==> src/rtl/core/pse_pkg.sv <==
`default_nettype none

package pse_pkg;

  // operand and result width
  localparam int DataW = 32;

  // operator codes
  typedef enum logic [1:0] {
    OP_MUL = 2'd0,
    OP_DIV = 2'd1,
    OP_ADD = 2'd2,
    OP_SUB = 2'd3
  } op_e;

  // result status codes
  typedef enum logic [1:0] {
    ST_OK        = 2'd0,
    ST_UNDERFLOW = 2'd1,
    ST_DIVZERO   = 2'd2,
    ST_FULL      = 2'd3
  } status_e;

  // token sequencer states
  typedef enum logic [1:0] {
    FSM_IDLE = 2'd0,
    FSM_EXEC = 2'd1,
    FSM_DIV  = 2'd2,
    FSM_EMIT = 2'd3
  } state_e;

endpackage

`default_nettype wire

==> src/rtl/core/pse_ram.sv <==
`default_nettype none

module pse_ram #(
  parameter int Width = 32,
  parameter int Depth = 64
) (
  input  wire logic                     clk_i,
  input  wire logic                     we_i,
  input  wire logic [$clog2(Depth)-1:0] waddr_i,
  input  wire logic [Width-1:0]         wdata_i,
  input  wire logic                     re_i,
  input  wire logic [$clog2(Depth)-1:0] raddr_i,
  output logic      [Width-1:0]         rdata_o
);

  logic [Width-1:0] mem_q [Depth];

  // single write port, registered read port
  always_ff @(posedge clk_i) begin
    if (we_i) begin
      mem_q[waddr_i] <= wdata_i;
    end
    if (re_i) begin
      rdata_o <= mem_q[raddr_i];
    end
  end

endmodule

`default_nettype wire

==> src/rtl/core/pse_div.sv <==
`default_nettype none

module pse_div (
  input  wire logic                        clk_i,
  input  wire logic                        rst_ni,
  input  wire logic                        start_i,
  input  wire logic [pse_pkg::DataW-1:0]   dividend_i,
  input  wire logic [pse_pkg::DataW-1:0]   divisor_i,
  output logic                             done_o,
  output logic      [pse_pkg::DataW-1:0]   quotient_o
);

  import pse_pkg::*;

  localparam int StepW = $clog2(DataW);

  logic             busy_q, busy_d;
  logic             done_q, done_d;
  logic [StepW-1:0] step_q, step_d;
  logic [DataW-1:0] rem_q, rem_d;
  logic [DataW-1:0] quo_q, quo_d;
  logic [DataW-1:0] den_q, den_d;
  logic             neg_q, neg_d;
  logic [DataW:0]   trial;
  logic [DataW:0]   diff;

  // one restoring step per cycle on the magnitudes
  always_comb begin
    trial  = {rem_q, quo_q[DataW-1]};
    diff   = trial - {1'b0, den_q};
    busy_d = busy_q;
    done_d = 1'b0;
    step_d = step_q;
    rem_d  = rem_q;
    quo_d  = quo_q;
    den_d  = den_q;
    neg_d  = neg_q;
    if (start_i) begin
      busy_d = 1'b1;
      step_d = '0;
      rem_d  = '0;
      quo_d  = dividend_i[DataW-1] ? (~dividend_i + DataW'(1)) : dividend_i;
      den_d  = divisor_i[DataW-1] ? (~divisor_i + DataW'(1)) : divisor_i;
      neg_d  = dividend_i[DataW-1] ^ divisor_i[DataW-1];
    end else if (busy_q) begin
      if (trial >= {1'b0, den_q}) begin
        rem_d = diff[DataW-1:0];
        quo_d = {quo_q[DataW-2:0], 1'b1};
      end else begin
        rem_d = trial[DataW-1:0];
        quo_d = {quo_q[DataW-2:0], 1'b0};
      end
      step_d = step_q + StepW'(1);
      if (step_q == StepW'(DataW - 1)) begin
        busy_d = 1'b0;
        done_d = 1'b1;
      end
    end
  end

  // control state
  always_ff @(posedge clk_i or negedge rst_ni) begin
    if (!rst_ni) begin
      busy_q <= 1'b0;
      done_q <= 1'b0;
      step_q <= '0;
    end else begin
      busy_q <= busy_d;
      done_q <= done_d;
      step_q <= step_d;
    end
  end

  // datapath
  always_ff @(posedge clk_i) begin
    rem_q <= rem_d;
    quo_q <= quo_d;
    den_q <= den_d;
    neg_q <= neg_d;
  end

  // sign fix-up of the quotient
  assign done_o     = done_q;
  assign quotient_o = neg_q ? (~quo_q + DataW'(1)) : quo_q;

endmodule

`default_nettype wire

==> src/rtl/core/postfix_stack_evaluator_core.sv <==
// Push: taken in FSM_IDLE. Add, subtract, multiply: stack memory read, then FSM_EXEC.
// Divide: read, then FSM_EXEC starts the one-bit-per-cycle restoring divider (32 steps).
// A result goes through FSM_EMIT into the output register and waits there for out_ready_i.
// Reset clears the stack count and the control state; the stack memory is not cleared,
// only entries below the count are ever read.
`default_nettype none

module postfix_stack_evaluator_core #(
  parameter int STACK_DEPTH = 64
) (
  input  wire logic                             clk_i,
  input  wire logic                             rst_ni,
  input  wire logic                             in_valid_i,
  output logic                                  in_ready_o,
  input  wire logic                             mode_i,
  input  wire logic signed [pse_pkg::DataW-1:0] operand_value_i,
  input  wire logic        [1:0]                operator_code_i,
  input  wire logic                             last_token_i,
  output logic                                  out_valid_o,
  input  wire logic                             out_ready_i,
  output logic signed      [pse_pkg::DataW-1:0] result_value_o,
  output logic             [1:0]                status_o
);

  import pse_pkg::*;

  localparam int CntW  = $clog2(STACK_DEPTH + 1);
  localparam int AddrW = $clog2(STACK_DEPTH);

  state_e           state_q, state_d;
  logic [CntW-1:0]  cnt_q, cnt_d;
  logic [DataW-1:0] top_q, top_d;
  logic [DataW-1:0] res_q, res_d;
  status_e          sts_q, sts_d;
  op_e              op_q, op_d;
  logic             last_q, last_d;
  logic             out_valid_q, out_valid_d;
  logic [DataW-1:0] out_res_q, out_res_d;
  status_e          out_sts_q, out_sts_d;

  logic             accept;
  logic             full;
  logic             underflow;
  logic             out_free;
  logic             mem_we;
  logic             mem_re;
  logic [AddrW-1:0] mem_waddr;
  logic [AddrW-1:0] mem_raddr;
  logic [DataW-1:0] mem_rdata;
  logic [DataW-1:0] prod;
  logic             div_start;
  logic             div_done;
  logic [DataW-1:0] div_quo;

  assign accept    = in_valid_i && in_ready_o;
  assign full      = (cnt_q == CntW'(STACK_DEPTH));
  assign underflow = (cnt_q < CntW'(2));
  assign out_free  = !out_valid_q || out_ready_i;
  assign mem_waddr = AddrW'(cnt_q - CntW'(1));
  assign mem_raddr = AddrW'(cnt_q - CntW'(2));
  assign prod      = mem_rdata * top_q;

  // entries below the top of stack; the top lives in top_q
  pse_ram #(
    .Width (DataW),
    .Depth (STACK_DEPTH)
  ) u_stack (
    .clk_i   (clk_i),
    .we_i    (mem_we),
    .waddr_i (mem_waddr),
    .wdata_i (top_q),
    .re_i    (mem_re),
    .raddr_i (mem_raddr),
    .rdata_o (mem_rdata)
  );

  // signed truncating divide, next below top over top
  pse_div u_div (
    .clk_i      (clk_i),
    .rst_ni     (rst_ni),
    .start_i    (div_start),
    .dividend_i (mem_rdata),
    .divisor_i  (top_q),
    .done_o     (div_done),
    .quotient_o (div_quo)
  );

  // next state
  always_comb begin
    state_d = state_q;
    unique case (state_q)
      FSM_IDLE: begin
        if (in_valid_i) begin
          if (!mode_i) begin
            state_d = (full || last_token_i) ? FSM_EMIT : FSM_IDLE;
          end else begin
            state_d = underflow ? FSM_EMIT : FSM_EXEC;
          end
        end
      end
      FSM_EXEC: begin
        if (op_q == OP_DIV) begin
          state_d = (top_q == '0) ? FSM_EMIT : FSM_DIV;
        end else begin
          state_d = last_q ? FSM_EMIT : FSM_IDLE;
        end
      end
      FSM_DIV: begin
        if (div_done) begin
          state_d = last_q ? FSM_EMIT : FSM_IDLE;
        end
      end
      FSM_EMIT: begin
        if (out_free) begin
          state_d = FSM_IDLE;
        end
      end
      default: state_d = FSM_IDLE;
    endcase
  end

  // sequencer outputs
  always_comb begin
    in_ready_o = 1'b0;
    mem_we     = 1'b0;
    mem_re     = 1'b0;
    div_start  = 1'b0;
    unique case (state_q)
      FSM_IDLE: begin
        in_ready_o = 1'b1;
        mem_we     = in_valid_i && !mode_i && !full && (cnt_q != '0);
        mem_re     = in_valid_i && mode_i && !underflow;
      end
      FSM_EXEC: begin
        div_start = (op_q == OP_DIV) && (top_q != '0);
      end
      FSM_DIV:  ;
      FSM_EMIT: ;
      default:  ;
    endcase
  end

  // stack and result datapath
  always_comb begin
    cnt_d       = cnt_q;
    top_d       = top_q;
    res_d       = res_q;
    sts_d       = sts_q;
    op_d        = op_q;
    last_d      = last_q;
    out_valid_d = out_valid_q && !out_ready_i;
    out_res_d   = out_res_q;
    out_sts_d   = out_sts_q;
    unique case (state_q)
      FSM_IDLE: begin
        if (accept) begin
          if (!mode_i) begin
            if (full) begin
              res_d = '0;
              sts_d = ST_FULL;
              cnt_d = '0;
            end else begin
              top_d = operand_value_i;
              cnt_d = cnt_q + CntW'(1);
              if (last_token_i) begin
                res_d = operand_value_i;
                sts_d = ST_OK;
                cnt_d = '0;
              end
            end
          end else if (underflow) begin
            res_d = '0;
            sts_d = ST_UNDERFLOW;
            cnt_d = '0;
          end else begin
            op_d   = op_e'(operator_code_i);
            last_d = last_token_i;
          end
        end
      end
      FSM_EXEC: begin
        if (op_q == OP_DIV) begin
          if (top_q == '0) begin
            res_d = '0;
            sts_d = ST_DIVZERO;
            cnt_d = '0;
          end
        end else begin
          case (op_q)
            OP_MUL:  top_d = prod;
            OP_ADD:  top_d = mem_rdata + top_q;
            default: top_d = mem_rdata - top_q;
          endcase
          cnt_d = cnt_q - CntW'(1);
          if (last_q) begin
            res_d = top_d;
            sts_d = ST_OK;
            cnt_d = '0;
          end
        end
      end
      FSM_DIV: begin
        if (div_done) begin
          top_d = div_quo;
          cnt_d = cnt_q - CntW'(1);
          if (last_q) begin
            res_d = div_quo;
            sts_d = ST_OK;
            cnt_d = '0;
          end
        end
      end
      FSM_EMIT: begin
        if (out_free) begin
          out_valid_d = 1'b1;
          out_res_d   = res_q;
          out_sts_d   = sts_q;
        end
      end
      default: ;
    endcase
  end

  // control registers
  always_ff @(posedge clk_i or negedge rst_ni) begin
    if (!rst_ni) begin
      state_q     <= FSM_IDLE;
      cnt_q       <= '0;
      out_valid_q <= 1'b0;
    end else begin
      state_q     <= state_d;
      cnt_q       <= cnt_d;
      out_valid_q <= out_valid_d;
    end
  end

  // payload registers
  always_ff @(posedge clk_i) begin
    top_q     <= top_d;
    res_q     <= res_d;
    sts_q     <= sts_d;
    op_q      <= op_d;
    last_q    <= last_d;
    out_res_q <= out_res_d;
    out_sts_q <= out_sts_d;
  end

  assign out_valid_o    = out_valid_q;
  assign result_value_o = out_res_q;
  assign status_o       = out_sts_q;

endmodule

`default_nettype wire
==> config.mk <==
export PLATFORM = sky130hd
export DESIGN_NAME = postfix_stack_evaluator_core
export DESIGN_NICKNAME = d
export VERILOG_FILES = /design/src/rtl/core/pse_pkg.sv /design/src/rtl/core/pse_ram.sv /design/src/rtl/core/pse_div.sv /design/src/rtl/core/postfix_stack_evaluator_core.sv
export SDC_FILE = /design/constraint.sdc
export NUM_CORES = 2
export LEC_CHECK = 0
export BUFFER_PORTS_ARGS = -buffer_cell sky130_fd_sc_hd__buf_4
export CAP_MARGIN = 20
export CORE_ASPECT_RATIO = 0.8
export CORE_MARGIN = 2
export CORE_UTILIZATION = 55
export DETAILED_ROUTE_END_ITERATION = 10
export GPL_ROUTABILITY_DRIVEN = 1
export PLACE_DENSITY_LB_ADDON = 0.1
export SLEW_MARGIN = 20
export SYNTH_ARGS = -nofsm -noshare
export SYNTH_HDL_FRONTEND = slang
export SYNTH_SLANG_ARGS = --single-unit
==> constraint.sdc <==
create_clock -name clk_i -period 16.05 [get_ports clk_i]
set_input_delay 1.605 -clock clk_i [delete_from_list [all_inputs] [get_ports clk_i]]
set_output_delay 1.605 -clock clk_i [all_outputs]
set_load 0.005 [all_outputs]
# Yosys cells after proc, flatten, opt, wreduce, memory -nomap -nowiden
# Memory sizes are Yosys's and may differ from the RTL's. A register that Yosys moved wholly into a read port is not among the register bits.
# Cells that the tools add are included.
[totals] wordCells=156 memories=1 regBits=217 latchBits=0 in_bits=40 mem_bits_ro=0 mem_bits_rw=2048 output_inout_bits=36
[op_classes] shift=0 bitwise=5 n_mux=71 multipliers=1 order_cmp=2 eq_ne=19 addsub=10 reduce_logical=29 div=0
[mem_list] memory="u_stack.mem_q" words=64 word_bits=32 rd=1 rd_clocked_by_memory_dff=1 write_ports=1 line="pse_ram.sv:16" text="logic [Width-1:0] mem_q [Depth];"
[ops] op="$mux 32" count=20
[ops] op="$pmux 32 s3" count=2
[ops] op="$add 32x1->32 const B" count=3
[ops] op="$not 32->32" count=3
[ops] op="$pmux 32 s2" count=1
[ops] op="$sub 32x32->32" count=2
[ops] op="$mux 7" count=9
[ops] op="$mux 2" count=17
[ops] op="$ge 33x32->1" count=1
[ops] op="$add 32x32->32" count=1
[ops] op="$logic_not 32->1" count=1
[ops] op="$mul 32x32->32" count=1
[ops] op="$reduce_bool 32->1" count=1
[ops] op="$mux 31" count=1
[ops] op="$pmux 7 s3" count=1
[ops] op="$mux 1" count=16
[ops] op="$ne 2x2->1 const B" count=7
[ops] op="$reduce_and 6->1" count=2
[ops] op="$mux 5" count=2
[ops] op="$ne 3x3->1 const B" count=3
[ops] op="$logic_and 1x1->1" count=8
[ops] op="$pmux 2 s4" count=1
[ops] op="$reduce_and 8->1" count=1
[ops] op="$add 7x1->7 const B" count=1
[ops] op="23 further kinds" count=32

# Depth between registers and ports, before layout
[logic_depth] word_depth=7 ltp_mapped=28 mapped_depth_nobuf=26

# Hierarchy
# From an unflattened synthesis, not the netlist that was laid out.
[unflattened] hier_cells=6888 hier_area_um2=110521.0
[modules_own_cells] module="pse_ram" seq_area_each_um2=62459.9 n_inst=1 cells_each=3324 area_each_um2=78833.1
[modules_own_cells] module="postfix_stack_evaluator_core" seq_area_each_um2=3343.2 n_inst=1 cells_each=2673 area_each_um2=23920.4
[modules_own_cells] module="pse_div" seq_area_each_um2=2767.7 n_inst=1 cells_each=891 area_each_um2=7767.4

# Least setup slack after synthesis
# No wires, ideal clock.
[synth_timing] path_type="reg2reg" from="reg cnt_q[0]" to="reg top_q[0], enable pin" setup_time_ps=595 arrival_ps=7761 path_slack_ps=7695 required_time_ps=15455 path_buffers=5 stages_incl_launch_ff=12 synth_period_minus_slack_ps=8355 path_cell_list="dfrtp_1 clkbuf_1 clkbuf_1 clkbuf_1 clkbuf_1 inv_1 ha_1 and3_1 a21oi_1 clkbuf_1 nor2_1 a2111oi_0"
[synth_via] elab_chain_len=3
[synth_lines] element="start, declared" line="postfix_stack_evaluator_core.sv:31" text="logic [CntW-1:0] cnt_q, cnt_d;"
[synth_lines] element="start signal, assigned" line="postfix_stack_evaluator_core.sv:232" text="cnt_q <= cnt_d;"
[synth_lines] element="$eq 7x7->1" line="postfix_stack_evaluator_core.sv:56" text="assign full = (cnt_q == CntW'(STACK_DEPTH));"
[synth_lines] element="$ne 2x2->1 (no source line)"
[synth_lines] element="$reduce_and 6->1 (no source line)"
[synth_lines] element="end signal, assigned" line="postfix_stack_evaluator_core.sv:239" text="top_q <= top_d;"
[synth_lines] element="end, declared" line="postfix_stack_evaluator_core.sv:32" text="logic [DataW-1:0] top_q, top_d;"
# No other way between the ends.
# A chain may end at the register's enable or synchronous reset.

# Final worst setup path
[layout_timing] from="reg top_q[2]" to="reg res_q[30] (data pin)"
[layout_via] elab_chain_len=5 elab_cells_between_ends=7 classes_between="add/sub (2); mul (1); mux (4)"
[layout_lines] element="$mul 32x32->32 (tied with other cells)" line="postfix_stack_evaluator_core.sv:61" text="assign prod = mem_rdata * top_q;"
[layout_lines] element="$pmux 32 s2 *" line="postfix_stack_evaluator_core.sv:189" text="case (op_q)"
[layout_lines] element="$mux 32 *" line="postfix_stack_evaluator_core.sv:195" text="if (last_q) begin"
[layout_lines] element="$mux 32 *" line="postfix_stack_evaluator_core.sv:182" text="if (op_q == OP_DIV) begin"
[layout_lines] element="$pmux 32 s3 *" line="postfix_stack_evaluator_core.sv:154" text="unique case (state_q)"
[layout_lines] element="net res_d[30]" line="postfix_stack_evaluator_core.sv:33" text="logic [DataW-1:0] res_q, res_d;"
[layout_lines] element="end signal, assigned" line="postfix_stack_evaluator_core.sv:240" text="res_q <= res_d;"
[layout_lines] element="end, declared" line="postfix_stack_evaluator_core.sv:33"
# The timed path passes the listed nets; every way through them passes the cells marked *. The select of a mux whose other input is x is not followed.

==> metrics.yaml <==
critPathMaxStageDelay_ns: 0.77
min_period_over_period_pct: 53.99
synth_ff_type: "edfxtp_1"
synth.cell_area_um2: 109500
dieArea_um2: 202700
synth.area.top_cells: "edfxtp_1 62%, mux4_2 13%, fa_1 7.5%, ha_1 2.3%, and2_1 1.8%"
netlist_top_cells_count: "2,248 x edfxtp_1, 655 x mux4_2, 474 x nand2_1, 455 x inv_1, 410 x fa_1"
ys_ff_latch: 2297
post-cts-setup-buffer-count: 0
grt_use_met2_pct: 46.90
use_met3_pct: 6.341
async_flop_share_pct: 0.7401
cts_buffer_depth: 3
drtIter0Drc: 8211
layout-drive-gt1-share_pct: 20.00
critPathBufInv: 4
cpLargestDelayFamily: "adder cells"
place.gp.congestion: 0.8992
routed_via_density: 6.423
fill_cells: 14350
ios: 76
clock_sinks: 2297
timing_hold_violations_final: 0
wl_per_cell_um: 32.39
grt-ovfl-total: 0
grt_max_degree: 143
fin_crit_ns: 8.665
avgSynthCellArea_um2: 16.82
crit_arrival_ns: 9.22
critPathCaptureType: "flip-flop"
root_buffer: "clkbuf_16"
synth.most_common_cell: "edfxtp_1"
hpwl_um: 180100
grt_pass1_vias: 60980
grt_first_pass_wirelength_um: 440900
area_delta_synth_final_pct: 10.82
synth_nets: 7163
worst_setup_path_start_kind: "flip-flop"
vias: 60950
seq_area_um2: 68580
multi_input_area_um2: 38460
ys_seq_area_share_pct: 62.62
max_freq_mhz: 115.4
status: "completed"
chipHeight_um: 403.1
crit_chain: "buf_4, and2_1, fa_1, inv_1, fa_1, fa_1, fa_1, inv_1, ha_1, ha_1, fa_1, fa_1, ha_1, a21oi_1, inv_1, a2111oi_0, o221ai_1, a31oi_1, o211ai_1, a21oi_1, xnor2_1, a221oi_1, nor2_1"
coreArea_um2: 197800
synth_cells: 6512
cts_buffers: 216
floorplan.initialDensity_pct: 55.35
top_usage_layer: "met2"
setup_tns_ns: 0
yosysTopAreaCell: "edfxtp_1"
worst_slew_pin_slew_ns: 1.212
synth_top_area_share_pct: 61.64
finalMaxSlewViolations: 0
dr.pass1.iters: 6
fp-row-count: 146
crit_slowest_cell: "a2111oi_0"
criticalPathCategory: "reg2reg"
clk_latency_ns: 0.88
hp-class: "reg2reg"
yosysUniqueCellTypes: 81
grt_antenna_before_repair: 23
ys_warn_count: 0
wl_um: 307400
nNetsFinal: 7284
path_common_cell: "fa_1"
place_ws_ns: 7.592
cap_violations: 0
ant_nets: 0
setup_violations: 0
gr-usage-met1_pct: 44.96
io_buffers: 75
critPathMaxFanout: 90
cts_hold_buf: 0
die_width_um: 502.9
worst_slack_ns: 7.385
clkTransAtPathRegs_ns: 0.07
synth_edf_count: 2248
rsz0062_at_grt: "false"
drc: 0
cts_tree: "done"
fin_skew_ns: 0.08643
cts_max_level: 4
post_cts_resized: 0
track_usage_pct: 30.72
cp.required_ns: 16.61
slew_headroom_pct: 19.23
[logic make-up (layout without fill, tap and decap cells)]
| family | Yosys count | in the layout | synth area share, % |
|---|---|---|---|
| other | 0 | 6 | 0 |
| multiplexers | 680 | 680 | 13.70 |
| AND/OR/NAND/NOR | 1239 | 1239 | 5.477 |
| flip-flops | 2297 | 2297 | 62.62 |
| XOR/XNOR | 264 | 264 | 2.111 |
| AO/OA/AOI/OAI | 605 | 605 | 3.492 |
| adder cells (fa/ha/maj) | 611 | 611 | 9.792 |
| buffers and inverters | 816 | 1123 | 2.812 |
[cells in the final DEF (no fill, tap or decap), types with 11 or more instances in the layout]
cell and instances:
fa_1 410, clkinv_1 46, nand4_1 11, or3_1 16, a211oi_1 42, clkinv_2 48
inv_1 455, o21a_1 20, clkinvlp_4 20, mux4_2 655, clkbuf_16 217, and3_1 12
mux2i_1 25, nand3_1 32, ha_1 199, a21oi_1 156, a21o_1 38, and2_1 319
nand2b_1 24, nor2_4 64, o211ai_1 16, bufinv_16 24, nand2_1 473, clkbuf_1 23
xnor2_1 174, o31ai_1 41, xor2_1 86, edfxtp_1 2248, nor3_1 34, a31oi_1 42
nor4_1 13, nor2b_1 31, o21ai_0 145, buf_4 251, dfxtp_1 32, nor2_1 164
dfrtp_1 14
[flip-flops by register name, indices dropped and copies added, names as in the netlist]
register and flops:
top_q 32, u_div.done_o 1, out_valid_o 1, u_stack.mem_q 2048, cnt_q 7, sts_q 2
u_stack.rdata_o 32, u_div.busy_q 1, u_div.quo_q 32, u_div.den_q 32, state_q 2, status_o 2
u_div.rem_q 32, last_q 1, u_div.neg_q 1, op_q 2, result_value_o 32, u_div.step_q 5
res_q 32
[metrics by stage]
| step | std cells | hold WS, ns | util (%) | area, um^2 |
|---|---|---|---|---|
| after floorplan | 6512 | 0.4003 | - | 109500 |
| after global placement | 9076 | 0.4059 | 57.68 | 114100 |
| after detailed placement | 9076 | 0.4045 | 57.68 | 114100 |
| after CTS | 9480 | 0.4184 | 61.31 | 121300 |
| after global routing | 9485 | 0.4372 | 61.34 | 121300 |
| final | 9489 | 0.4187 | 61.34 | 121400 |
[metal layers]
metal	share of wire, %	up-vias	wire length (um)
li1	-	24860	-
met1	40	32360	123700
met2	46	3167	142100
met3	9.9	561	30530
met4	3.6	6	11040
met5	0.014	-	44
[cell type report]
cell class	count	area share [%]
timing repair buffer	262	1.707
clock inverter	162	1.355
inverter	457	1.413
tap	2664	2.747
antenna	6	0.01237
multi-input combinational	3399	31.69
clock buffer	242	4.568
sequential	2297	56.51
[worst paths after layout]
| kind | startpoint | endpoint | slack (ns) | cells past startpoint |
|---|---|---|---|---|
| setup / recovery | top_q[2] | res_q[30] | 7.39 | 23 |
| hold / removal | res_q[13] | result_value_o[13] | 0.42 | 0 |
| setup reg to reg | top_q[2] | res_q[30] | 7.39 | 23 |
| hold reg to reg | res_q[13] | result_value_o[13] | 0.42 | 0 |
| max in group asynchronous | rst_ni | cnt_q[1] | 14.94 | 1 |
| min in group asynchronous | rst_ni | u_div.step_q[3] | 0.70 | 1 |
Power is left out: the tool's default activity adds up to more than one toggle a clock period on the data nets, which glitch-free logic cannot reach.
